### src/hdl/svc_pkg.sv
// Package for the stick to velocity command unit: codes, widths, CORDIC table.
// No dependencies.
`timescale 1ns / 1ps

package svc_pkg;

    localparam int NUM_AXES_DEF = 8;

    localparam logic [1:0] ACT_AXIS   = 2'd0;
    localparam logic [1:0] ACT_BUTTON = 2'd1;
    localparam logic [1:0] ACT_TICK   = 2'd2;

    localparam logic [2:0] REG_MAPPING  = 3'd0;
    localparam logic [2:0] REG_DEADBAND = 3'd1;
    localparam logic [2:0] REG_GAIN     = 3'd2;
    localparam logic [2:0] REG_SPEED    = 3'd3;
    localparam logic [2:0] REG_CLIMB    = 3'd4;
    localparam logic [2:0] REG_YAWSTEP  = 3'd5;

    localparam int CORDIC_STEPS = 14;

    // Queue entry between the front and the back part.
    typedef struct packed {
        logic [1:0]         action;
        logic [7:0]         number;
        logic signed [15:0] value;
        logic               estimate_valid;
        logic signed [15:0] vehicle_yaw;
    } item_t;

    typedef struct packed {
        logic               send_command;
        logic               mode_fly;
        logic signed [14:0] vel_north;
        logic signed [14:0] vel_east;
        logic signed [14:0] vel_down;
        logic signed [15:0] yaw_reference;
        logic               arm_refused;
    } result_t;

    typedef struct packed {
        logic        mapping_radio;
        logic [14:0] deadband;
        logic [15:0] rescale_gain;
        logic [13:0] speed_max;
        logic [13:0] climb_max;
        logic [12:0] yaw_step;
    } cfg_t;

    function automatic logic [13:0] cordic_atan(input logic [3:0] i);
        logic [13:0] r;
        begin
            case (i)
                4'd0:    r = 14'd8192;
                4'd1:    r = 14'd4836;
                4'd2:    r = 14'd2555;
                4'd3:    r = 14'd1297;
                4'd4:    r = 14'd651;
                4'd5:    r = 14'd326;
                4'd6:    r = 14'd163;
                4'd7:    r = 14'd81;
                4'd8:    r = 14'd41;
                4'd9:    r = 14'd20;
                4'd10:   r = 14'd10;
                4'd11:   r = 14'd5;
                4'd12:   r = 14'd3;
                4'd13:   r = 14'd1;
                default: r = 14'd0;
            endcase
            return r;
        end
    endfunction

endpackage

### src/hdl/svc_front.sv
// Front part: holds the configuration registers and classifies input items.
// Depends on svc_pkg.
`timescale 1ns / 1ps

module svc_front
    import svc_pkg::*;
(
    input  logic        clk,
    input  logic        rst_n,
    input  logic        cfg_valid,
    input  logic [2:0]  cfg_index,
    input  logic [15:0] cfg_data,
    output cfg_t        cfg,
    input  logic        in_valid,
    output logic        in_ready,
    input  item_t       in_item,
    output logic        q_valid,
    input  logic        q_ready,
    output item_t       q_item
);

    cfg_t cfg_reg;

    assign cfg = cfg_reg;

    // Drop unused actions here; everything else goes to the queue.
    logic drop;
    assign drop     = (in_item.action != ACT_AXIS) && (in_item.action != ACT_BUTTON)
                      && (in_item.action != ACT_TICK);
    assign q_valid  = in_valid && !drop;
    assign in_ready = drop || q_ready;
    assign q_item   = in_item;

    always_ff @(posedge clk or negedge rst_n)
    begin
        if (!rst_n)
        begin
            cfg_reg.mapping_radio <= 1'b0;
            cfg_reg.deadband      <= 15'd3277;
            cfg_reg.rescale_gain  <= 16'd36409;
            cfg_reg.speed_max     <= 14'd3000;
            cfg_reg.climb_max     <= 14'd1500;
            cfg_reg.yaw_step      <= 13'd328;
        end
        else if (cfg_valid)
        begin
            unique case (cfg_index)
                REG_MAPPING:  cfg_reg.mapping_radio <= cfg_data[0];
                REG_DEADBAND: cfg_reg.deadband      <= cfg_data[14:0];
                REG_GAIN:     cfg_reg.rescale_gain  <= cfg_data;
                REG_SPEED:    cfg_reg.speed_max     <= cfg_data[13:0];
                REG_CLIMB:    cfg_reg.climb_max     <= cfg_data[13:0];
                REG_YAWSTEP:  cfg_reg.yaw_step      <= cfg_data[12:0];
                default:
                begin
                end
            endcase
        end
    end

endmodule

### config.mk
export PLATFORM = sky130hd
export DESIGN_NAME = svc_front
export DESIGN_NICKNAME = d
export VERILOG_FILES = /design/src/hdl/svc_pkg.sv /design/src/hdl/svc_front.sv
export SDC_FILE = /design/constraint.sdc
export NUM_CORES = 1
export LEC_CHECK = 0
export BUFFER_PORTS_ARGS = -buffer_cell sky130_fd_sc_hd__buf_2
export CAP_MARGIN = 25
export CORE_MARGIN = 5
export CORE_UTILIZATION = 40
export CTS_BUF_LIST = sky130_fd_sc_hd__clkbuf_8 sky130_fd_sc_hd__clkbuf_16
export CTS_CLUSTER_SIZE = 40
export DETAILED_ROUTE_END_ITERATION = 8
export PLACE_DENSITY = 0.71
export SYNTH_ARGS = -nofsm -noshare
export SYNTH_HDL_FRONTEND = slang
export SYNTH_SLANG_ARGS = --single-unit
### constraint.sdc
create_clock -name clk -period 1.1 [get_ports clk]
set_clock_uncertainty 0.2 [all_clocks]
set_input_delay 0.165 -clock clk [delete_from_list [all_inputs] [get_ports clk]]
set_output_delay 0.165 -clock clk [all_outputs]
set_load 0.05 [all_outputs]
**After elaboration in Yosys (flattened, before gate mapping)**

Cells that the tools add are included.

- Register bits: 73
- Input port bits: 67
- Output and inout bits: 118
- Word-level logic and storage cells: 26

- Eq/ne operators: 7
- Reductions and logical operators: 13

Operator list:

| operator | number |
|---|---|
| $reduce_and 2->1 | 6 |
| $eq 3x2->1 const B | 2 |
| $eq 3x3->1 const B | 2 |
| $eq 3x1->1 const B | 1 |
| $logic_and 1x1->1 | 3 |
| $logic_not 3->1 | 1 |
| $ne 2x1->1 const B | 1 |
| $ne 2x2->1 const B | 1 |
| $reduce_bool 2->1 | 1 |
| $logic_not 1->1 | 1 |
| $logic_or 1x1->1 | 1 |

**Logic depth before layout (Yosys ltp)**

- Depth after elaboration: 5
- Depth in mapped cells: 4
- Depth with buffers taken out: 2

**Least setup slack after synthesis**

OpenSTA, ideal clock, no wires.

- Path type: input to output
- Start: input port in_valid
- End: output port q_valid
- Arrival: 1.304 ns
- Data required time: 0.735 ns
- Slack: -0.569 ns
- Stages on the path: 1
- Cell sequence: a21boi_0

- Cells in the longest elaborated chain, start to end: 1

Ends and longest elaborated chain:

| what | RTL line | text |
|---|---|---|
| start, declared | svc_front.sv:14 | `input logic in_valid,` |
| $logic_and 1x1->1 | svc_front.sv:30 | `assign q_valid = in_valid && !drop;` |
| end, declared | svc_front.sv:17 | `output logic q_valid,` |

No other way between the ends.

**Worst setup path after layout**

- Start: register cfg_reg (netlist bit cfg[52])
- End: output port cfg[52] (netlist bit)

RTL lines:

| what | RTL line | text |
|---|---|---|
| start, declared | svc_front.sv:22 | `cfg_t cfg_reg;` |
| end, declared | svc_front.sv:13 | `output cfg_t cfg,` |

No word-level cell between the ends.

==> impl_metrics.json <==
{
  "run_status": "finished with violations",
  "violations": "hold timing, setup timing",
  "p_per_area_mw_per_mm2": 2332,
  "maxCapViolCount": 0,
  "die_h_um": 99.19,
  "area_growth_pct": 60.76,
  "portBuffers": 102,
  "drt_wl_total_mm": 8.178,
  "ir_worst_vdd_mv": 1.209,
  "dpl_cell_area_mm2": 0.003790,
  "cp-start-kind": "register",
  "netlist.area_leader.share_pct": 32.25,
  "drt_first_pass_iters": 3,
  "final_cell_area_mm2": 0.005115,
  "synth_warnings": 0,
  "whs_ns": -0.04143,
  "seq_area_mm2": 0.001892,
  "crit_slowest_cell": "dfstp_2",
  "ys_ff_latch": 73,
  "fillCellCount": 537,
  "cts-root-buf": "clkbuf_8",
  "hold_violations": 5,
  "grt_usage_pct": 16.62,
  "path_cells": "buf_8",
  "cp_num_cells": 1,
  "antenna_cells": 0,
  "tightest_slew_ns": 0.3455,
  "htreeDepth": 3,
  "first_global_vias": 2323,
  "final_cell_mix": "buf_6, mux2_4, buf_8",
  "cp_max_fo": 2,
  "clk_pin_slew_ns": 0.08,
  "cts_buffers": 9,
  "grt_overflow": 0,
  "syn_area_mm2": 0.003182,
  "yosysUniqueCellTypes": 15,
  "period_needed_ns": 1.425,
  "dieArea_mm2": 0.009839,
  "hold_depth": 2,
  "clkLatencyLatePin_ns": 0.33,
  "post_synth.cell_area_avg_um2": 15.52,
  "finalMaxSlewViolations": 0,
  "multi_input_area_mm2": 0.001092,
  "cp.required_ns": 0.73,
  "syn_inst": 205,
  "cts_max_path_buffers": 2,
  "routedWlPerCell_um": 18.97,
  "io_pins": 185,
  "dp_hpwl_mm": 4.899,
  "ant_nets": 0,
  "fin_crit_sh_pct": 129.5,
  "grt_pass1_wl_mm": 12.53,
  "rsz0062_at_grt": "yes",
  "r2r_cells": 3,
  "grt_antenna_before_repair": 0,
  "seq_area_frac_synth_pct": 58.67,
  "setup_viol": 97,
  "endpoint": "cfg[52]",
  "layout_commonest_cell": "buf_6",
  "rr_startpoint": "cfg[52]",
  "r2r_end": "cfg[52]",
  "dr_total_vias": 2040,
  "via_per_inst": 4.733,
  "rows": 32,
  "path_class": "register to output port",
  "worstPathArrival_ns": 1.06,
  "place_congestion": 0.7034,
  "final_core_util_pct": 66.19,
  "nNetsFinal": 391,
  "clock_sinks": 73,
  "first_iter_violations": 19,
  "relSlewSlack_pct": 76.97,
  "fmax_ghz": 0.7019,
  "cts_tree": "done",
  "p_leak_nw": 2.337,
  "ctsHoldBuffers": 16,
  "total_power_mw": 11.93,
  "max_stage_delay_ns": 0.57,
  "startpoint": "cfg[52]",
  "initial_core_util_pct": 41.18,
  "worst-path-buf-inv": 1,
  "core_mm2": 0.007727,
  "synth_top_cell_by_area": "dfrtp_1",
  "rrSetupSlack_ns": -0.03,
  "cp-end-kind": "output port",
  "grt_max_degree": 48,
  "largest_reg_flops": 73,
  "die_w_um": 99.19,
  "fin_ws_ns": -0.3247,
  "synth_area_leaders": "dfrtp_1, dfstp_2, mux2_2",
  "drive_gt1_share_pct": 87.23,
  "synth_fp_nets": 272,
  "hp-class": "primary input to register",
  "cp_top_family": "flip-flops",
  "drc": 0
}
==> repair_timing <==
item / in CTS / in global routing
gates cloned: 0 / 1
resized for setup: 195 / 29
pin swaps: 0 / 1
hold endpoints to repair: 146 / 5
endpoints found under the setup margin: 96 / 104
setup buffers: 19 / 15
==> power breakdown <==
part           internal, mW  switching (mW)
Clock                  1.56           0.981
Sequential             3.51           0.540
Combinational          2.46            2.88
==> routing by layer <==
layer | track usage (%) | vias up | part of all wire (%)
li1 | - | 899 | -
met1 | 19.11 | 1042 | 39
met2 | 28.36 | 81 | 52
met3 | 5.400 | 18 | 6.4
met4 | 7.143 | 0 | 1.9
met5 | 0 | - | 0
==> kinds of logic (layout without fill, tap and decap cells) <==
| group | count (synthesis) | count (layout) | share of synthesized area (%) |
|---|---|---|---|
| buffers and inverters | 51 | 175 | 12.62 |
| flip-flops | 73 | 73 | 58.67 |
| multiplexers | 73 | 73 | 26.31 |
| AO/OA/AOI/OAI | 2 | 2 | 0.4721 |
| AND/OR/NAND/NOR | 6 | 6 | 1.927 |
==> per-stage QoR <==
step / setup TNS, ns / std cells / worst slack (ns)
global placement: -23.64 / 375 / -0.4106
detailed placement: -24.49 / 375 / -0.4524
floorplan: -10.21 / 205 / -0.2425
finish: -17.36 / 431 / -0.3247
global route: -20.67 / 431 / -0.3619
CTS: -17.97 / 426 / -0.3328
==> Yosys cell counts <==
master and n:
nor4bb_1 1, and4bb_2 1, buf_2 3, buf_6 3, and4bb_1 1, nand4b_1 2, buf_4 43, mux2_4 4
mux2_2 69, a21boi_0 1, dfstp_2 32, dfrtp_1 41, buf_8 2, nor4b_1 1, a21o_1 1
==> cell type report <==
type	count	area share (%)
clock inverter	6	2.079
tap	102	2.495
sequential	73	36.99
clock buffer	10	2.691
multi-input combinational	81	21.36
timing repair buffer	159	34.39
==> worst min-delay path by stage <==
| stage | startpoint | slack [ns] | endpoint |
|---|---|---|---|
| 3_5_place_dp | rst_n | -0.05 | cfg[53] |
| 2_1_floorplan | rst_n | -0.33 | cfg[0] |
| 6_report | cfg_data[12] | -0.04 | cfg[69] |
| 5_1_grt | cfg_data[12] | -0.03 | cfg[69] |
| 4_1_cts | cfg_data[12] | -0.03 | cfg[53] |
| 3_3_place_gp | rst_n | -0.04 | cfg[66] |
No activity file was read; power rests on OpenSTA's default activity.
