### config.mk
export PLATFORM = sky130hd
export DESIGN_NAME = svc_queue
export DESIGN_NICKNAME = d
export VERILOG_FILES = /design/src/hdl/svc_pkg.sv /design/src/hdl/svc_queue.sv
export SDC_FILE = /design/constraint.sdc
export NUM_CORES = 1
export LEC_CHECK = 0
export ABC_AREA = 1
export BUFFER_PORTS_ARGS = -buffer_cell sky130_fd_sc_hd__buf_2
export CORE_UTILIZATION = 40
export CTS_CLUSTER_DIAMETER = 50
export DETAILED_ROUTE_END_ITERATION = 10
export HOLD_SLACK_MARGIN = 0.05
export PLACE_DENSITY_LB_ADDON = 0.12
export SYNTH_ARGS = -nofsm -noshare
export SYNTH_HDL_FRONTEND = slang
export SYNTH_SLANG_ARGS = --single-unit
### constraint.sdc
create_clock -name clk -period 3.3 [get_ports clk]
set_clock_uncertainty 0.1 [all_clocks]
set_input_delay 0.495 -clock clk [delete_from_list [all_inputs] [get_ports clk]]
set_output_delay 0.495 -clock clk [all_outputs]
set_load 0.05 [all_outputs]
### src/hdl/svc_pkg.sv
// Package for the stick to velocity command unit: codes, widths, CORDIC table.
// No dependencies.
`timescale 1ns / 1ps

package svc_pkg;

    localparam int NUM_AXES_DEF = 8;

    localparam logic [1:0] ACT_AXIS   = 2'd0;
    localparam logic [1:0] ACT_BUTTON = 2'd1;
    localparam logic [1:0] ACT_TICK   = 2'd2;

    localparam logic [2:0] REG_MAPPING  = 3'd0;
    localparam logic [2:0] REG_DEADBAND = 3'd1;
    localparam logic [2:0] REG_GAIN     = 3'd2;
    localparam logic [2:0] REG_SPEED    = 3'd3;
    localparam logic [2:0] REG_CLIMB    = 3'd4;
    localparam logic [2:0] REG_YAWSTEP  = 3'd5;

    localparam int CORDIC_STEPS = 14;

    // Queue entry between the front and the back part.
    typedef struct packed {
        logic [1:0]         action;
        logic [7:0]         number;
        logic signed [15:0] value;
        logic               estimate_valid;
        logic signed [15:0] vehicle_yaw;
    } item_t;

    typedef struct packed {
        logic               send_command;
        logic               mode_fly;
        logic signed [14:0] vel_north;
        logic signed [14:0] vel_east;
        logic signed [14:0] vel_down;
        logic signed [15:0] yaw_reference;
        logic               arm_refused;
    } result_t;

    typedef struct packed {
        logic        mapping_radio;
        logic [14:0] deadband;
        logic [15:0] rescale_gain;
        logic [13:0] speed_max;
        logic [13:0] climb_max;
        logic [12:0] yaw_step;
    } cfg_t;

    function automatic logic [13:0] cordic_atan(input logic [3:0] i);
        logic [13:0] r;
        begin
            case (i)
                4'd0:    r = 14'd8192;
                4'd1:    r = 14'd4836;
                4'd2:    r = 14'd2555;
                4'd3:    r = 14'd1297;
                4'd4:    r = 14'd651;
                4'd5:    r = 14'd326;
                4'd6:    r = 14'd163;
                4'd7:    r = 14'd81;
                4'd8:    r = 14'd41;
                4'd9:    r = 14'd20;
                4'd10:   r = 14'd10;
                4'd11:   r = 14'd5;
                4'd12:   r = 14'd3;
                4'd13:   r = 14'd1;
                default: r = 14'd0;
            endcase
            return r;
        end
    endfunction

endpackage

### src/hdl/svc_queue.sv
// Two-entry queue between the front and back parts.
// Depends on svc_pkg.
`timescale 1ns / 1ps

module svc_queue
    import svc_pkg::*;
(
    input  logic  clk,
    input  logic  rst_n,
    input  logic  in_valid,
    output logic  in_ready,
    input  item_t in_item,
    output logic  out_valid,
    input  logic  out_ready,
    output item_t out_item
);

    item_t      mem_reg [2];
    logic       wr_ptr_reg;
    logic       rd_ptr_reg;
    logic [1:0] count_reg;

    logic do_wr;
    logic do_rd;

    assign in_ready  = (count_reg != 2'd2);
    assign out_valid = (count_reg != 2'd0);
    assign out_item  = mem_reg[rd_ptr_reg];
    assign do_wr     = in_valid && in_ready;
    assign do_rd     = out_valid && out_ready;

    always_ff @(posedge clk)
    begin
        if (do_wr)
        begin
            mem_reg[wr_ptr_reg] <= in_item;
        end
    end

    always_ff @(posedge clk or negedge rst_n)
    begin
        if (!rst_n)
        begin
            wr_ptr_reg <= 1'b0;
            rd_ptr_reg <= 1'b0;
            count_reg  <= 2'd0;
        end
        else
        begin
            if (do_wr)
            begin
                wr_ptr_reg <= ~wr_ptr_reg;
            end
            if (do_rd)
            begin
                rd_ptr_reg <= ~rd_ptr_reg;
            end
            count_reg <= count_reg + {1'b0, do_wr} - {1'b0, do_rd};
        end
    end

endmodule

Yosys cells after proc, flatten, opt, wreduce, memory -nomap -nowiden
Memories as Yosys holds them, arrays and structs flattened.
Cells that the tools add are included.
{"block": "totals", "ff_bits": 4, "ramBits": 86, "in_bits": 47, "output_inout_bits": 45, "elab_cells": 14, "mem_count": 1}
{"name": "mem_reg", "words": 2, "word_bits": 43, "rd": 1, "rd_clocked_by_memory_dff": 0, "write_ports": 1, "line_no": "svc_queue.sv:18", "rtl": "item_t mem_reg [2];"}
{"block": "classes", "n_addsub": 2, "eq_ne": 1, "muxes": 2, "n_bitwise": 2, "n_reduce_logical": 3}
{"cell": "2-bit by 1-bit adder with 2-bit output", "n": 1}
{"cell": "1-bit logical AND", "n": 2}
{"cell": "1-bit two-way mux", "n": 2}
{"cell": "2-bit inequality test, second input constant", "n": 1}
{"cell": "1-bit NOT", "n": 2}
{"cell": "2-bit nonzero test", "n": 1}
{"cell": "2-bit by 1-bit subtractor with 2-bit output", "n": 1}

Depth between registers and ports, before layout
{"block": "logic_depth", "ltp_word": 4, "mapped_depth": 10, "ltp_nobuf": 10}

Worst setup path before layout
No wires, ideal clock.
{"block": "synth_timing", "kind": "register -> register", "from": "register count_reg[1]", "to": "memory mem_reg[1][0] (netlist bit) (enable)", "setup_ns": 0.444, "t_arrival_ns": 2.759, "t_required_ns": 2.756, "setup_slack_ns": -0.003, "path_stages_with_launch": 4, "n_path_buf": 0, "synth_period_minus_slack_ns": 3.303, "path_cell_list": "dfrtp_1 nand2_1 nand2_1 nor2_1"}
{"block": "synth_via", "elab_chain_len": 4}
{"element": "start, declared", "line_no": "svc_queue.sv:21", "rtl": "logic [1:0] count_reg;"}
{"element": "start signal, assigned", "line_no": "svc_queue.sv:58", "rtl": "count_reg <= count_reg + {1'b0, do_wr} - {1'b0, do_rd};"}
{"element": "2-bit inequality test", "line_no": "svc_queue.sv:26", "rtl": "assign in_ready = (count_reg != 2'd2);"}
{"element": "named net in_ready", "line_no": "svc_queue.sv:11", "rtl": "output logic in_ready,"}
{"element": "1-bit logical AND", "line_no": "svc_queue.sv:29", "rtl": "assign do_wr = in_valid && in_ready;"}
{"element": "1-bit two-way mux", "line_no": "svc_queue.sv:34", "rtl": "if (do_wr)"}
{"element": "1-bit two-way mux (not written as such)", "line_no": "svc_queue.sv:36", "rtl": "mem_reg[wr_ptr_reg] <= in_item;"}
{"element": "end, declared", "line_no": "svc_queue.sv:18"}
The timed path passes the listed nets, and every way through them passes these cells.

==> results.sh <==
export IMPL_syn2layout_area_growth_pct=21.37
export IMPL_drt_initial_drc_count=65
export IMPL_post_cts_buffers=0
export IMPL_cp_required_ns=2.70
export IMPL_grt_pass1_wl_um=9308
export IMPL_cts_buffers=9
export IMPL_grtUsageMet1=0.1680
export IMPL_period_minus_slack_ns=2.395
export IMPL_path_clk_slew_ns=0.08
export IMPL_rr_endpoint="mem_reg[1][19]"
export IMPL_worstHoldEndpoint="mem_reg[1][38]"
export IMPL_vias_per_cell=4.463
export IMPL_syn_inst=256
export IMPL_final_common_cell="nand2_1"
export IMPL_hold_depth=1
export IMPL_antenna_cells=0
export IMPL_vias=2071
export IMPL_io_buffers=91
export IMPL_r2r_cells=5
export IMPL_min_from="in_item[38]"
export IMPL_htreeDepth=3
export IMPL_rsz0062_at_grt="no"
export IMPL_antenna_found_initial=0
export IMPL_yosysSeqAreaShare=0.7833
export IMPL_syn_avg_cell_area_sq_um=13.38
export IMPL_synth_seq_cells=90
export IMPL_start_util=0.4147
export IMPL_synth_distinct_cells=12
export IMPL_wl_um=5898
export IMPL_die_y_um=94.53
export IMPL_track_usage=0.1436
export IMPL_post_cts_resized=0
export IMPL_ant_nets=0
export IMPL_setup_viol=0
export IMPL_io_pins=92
export IMPL_rr_startpoint="count_reg[0]"
export IMPL_grt_max_degree=45
export IMPL_largest_register_ffs=86
export IMPL_dpl_hpwl_um=3796
export IMPL_r2r_setup_slack_ns=1.46
export IMPL_clockRootBuffer="clkbuf_8"
export IMPL_gr_total_overflow=0
export IMPL_use_met3=0.03945
export IMPL_busiest_layer="met2"
export IMPL_use_met2=0.2446
export IMPL_firstDrtPassIters=6
export IMPL_chipWidth_um=94.53
export IMPL_tightest_slew_ns=0.6494
export IMPL_hold_violations=0
export IMPL_finalWeightedCongestion=0.7471
export IMPL_clock_fmax_ghz=0.4175
export IMPL_stdcell_count=464
export IMPL_finalMaxSlewViolations=0
export IMPL_cts_sinks=90
export IMPL_core_sq_um=8258
export IMPL_outcome="completed"
export IMPL_nets=403
export IMPL_tns_ns=0
export IMPL_placementRows=33
export IMPL_clock_latency_ns=0.34
export IMPL_die_area_sq_um=8935
export IMPL_post_route_period_util=0.7258
export IMPL_hp_class="primary input to register"
export IMPL_syn_nets=305
export IMPL_dp_cells=447
export IMPL_grt_pass1_vias=2017
export IMPL_crit_arrival_ns=1.80
export IMPL_crit_fanout=29
export IMPL_cts_path_max_buffers=2
export IMPL_most_common_layout_cells="132 x nand2_1, 91 x buf_2, 86 x edfxtp_1"
export IMPL_yosysWarningCount=0
export IMPL_tritoncts="done"
export IMPL_maxSlewHeadroom=0.5661
export IMPL_final_layout_size_suffix_gt1_frac=0.3426
export IMPL_crit_path_end_kind="output pin"
export IMPL_syn_area_sq_um=3425
export IMPL_wire_per_inst_um=12.71
export IMPL_drc=0
export IMPL_path_class="register to output pin"
export IMPL_start_kind="register"
export IMPL_maxCapViolations=0
## Yosys cell counts
cell type / number / area (sq um)
inv_8: 1 / 11.26
ha_1: 2 / 25.02
dfrtp_1: 4 / 100.1
inv_1: 8 / 30.03
buf_4: 3 / 22.52
nor2_1: 1 / 3.750
edfxtp_1: 86 / 2582
buf_6: 5 / 56.30
nand2_1: 132 / 495.5
nand3_1: 3 / 15.01
buf_12: 1 / 20.02
nand2_2: 10 / 62.56
## cell type report
class                      count  area, sq um
sequential                    90         2684
clock buffer                  13        158.9
timing repair buffer          96        508.0
fill                         775         4101
multi-input combinational    148        609.3
inverter                       9        41.29
tap                          105        131.4
clock inverter                 3        23.77
## critical path: stages (launching register included)
cell,delay (ns)
dfrtp_2,0.61
buf_4,0.40
nand2_1,0.08
nand2_1,0.09
buf_2,0.26
## how the worst max path moves through the flow
stage | depth (start not counted) | end | start | slack (ns)
finish | 4 | out_item[11] | rd_ptr_reg | 0.90
global route | 4 | out_item[6] | rd_ptr_reg | 0.73
CTS | 4 | out_item[15] | rd_ptr_reg | 0.85
detailed placement | 4 | out_item[15] | rd_ptr_reg | 1.24
global placement | 4 | out_item[33] | rd_ptr_reg | 1.26
floorplan | 3 | mem_reg[1][0] | count_reg[1] | 0.70
## timing repair
item	CTS	global route
hold buffers	1	0
endpoints found under the hold margin	4	0
setup endpoints to repair	0	0
## layer usage
layer	part of all wire	wire length (um)	vias up
met2	0.50	2970	72
met1	0.41	2412	946
met4	0.0097	57	0
li1	-	-	1047
met3	0.077	457	6
met5	0	0	-
## kinds of logic (layout without fill, tap and decap cells)
group / count (synthesis) / count (layout) / share of synthesized area
adder cells (fa/ha/maj): 2 / 2 / 0.007306
buffers and inverters: 18 / 121 / 0.04092
AND/OR/NAND/NOR: 146 / 146 / 0.1684
flip-flops: 90 / 90 / 0.7833
## through the flow
stage / hold WS (ns) / instance area (sq um) / utilization / setup slack (ns)
finish: 0.2380 / 4156 / 0.5033 / 0.9047
global placement: 0.2103 / 3964 / 0.4800 / 1.265
floorplan: 0.09941 / 3427 / - / 0.6959
global route: 0.2180 / 4156 / 0.5033 / 0.7268
detailed placement: 0.2128 / 3964 / 0.4800 / 1.243
CTS: 0.2146 / 4156 / 0.5033 / 0.8541
Power is not shown: default switching activity piles up to over one toggle a cycle in this logic, so the estimate is an artifact.
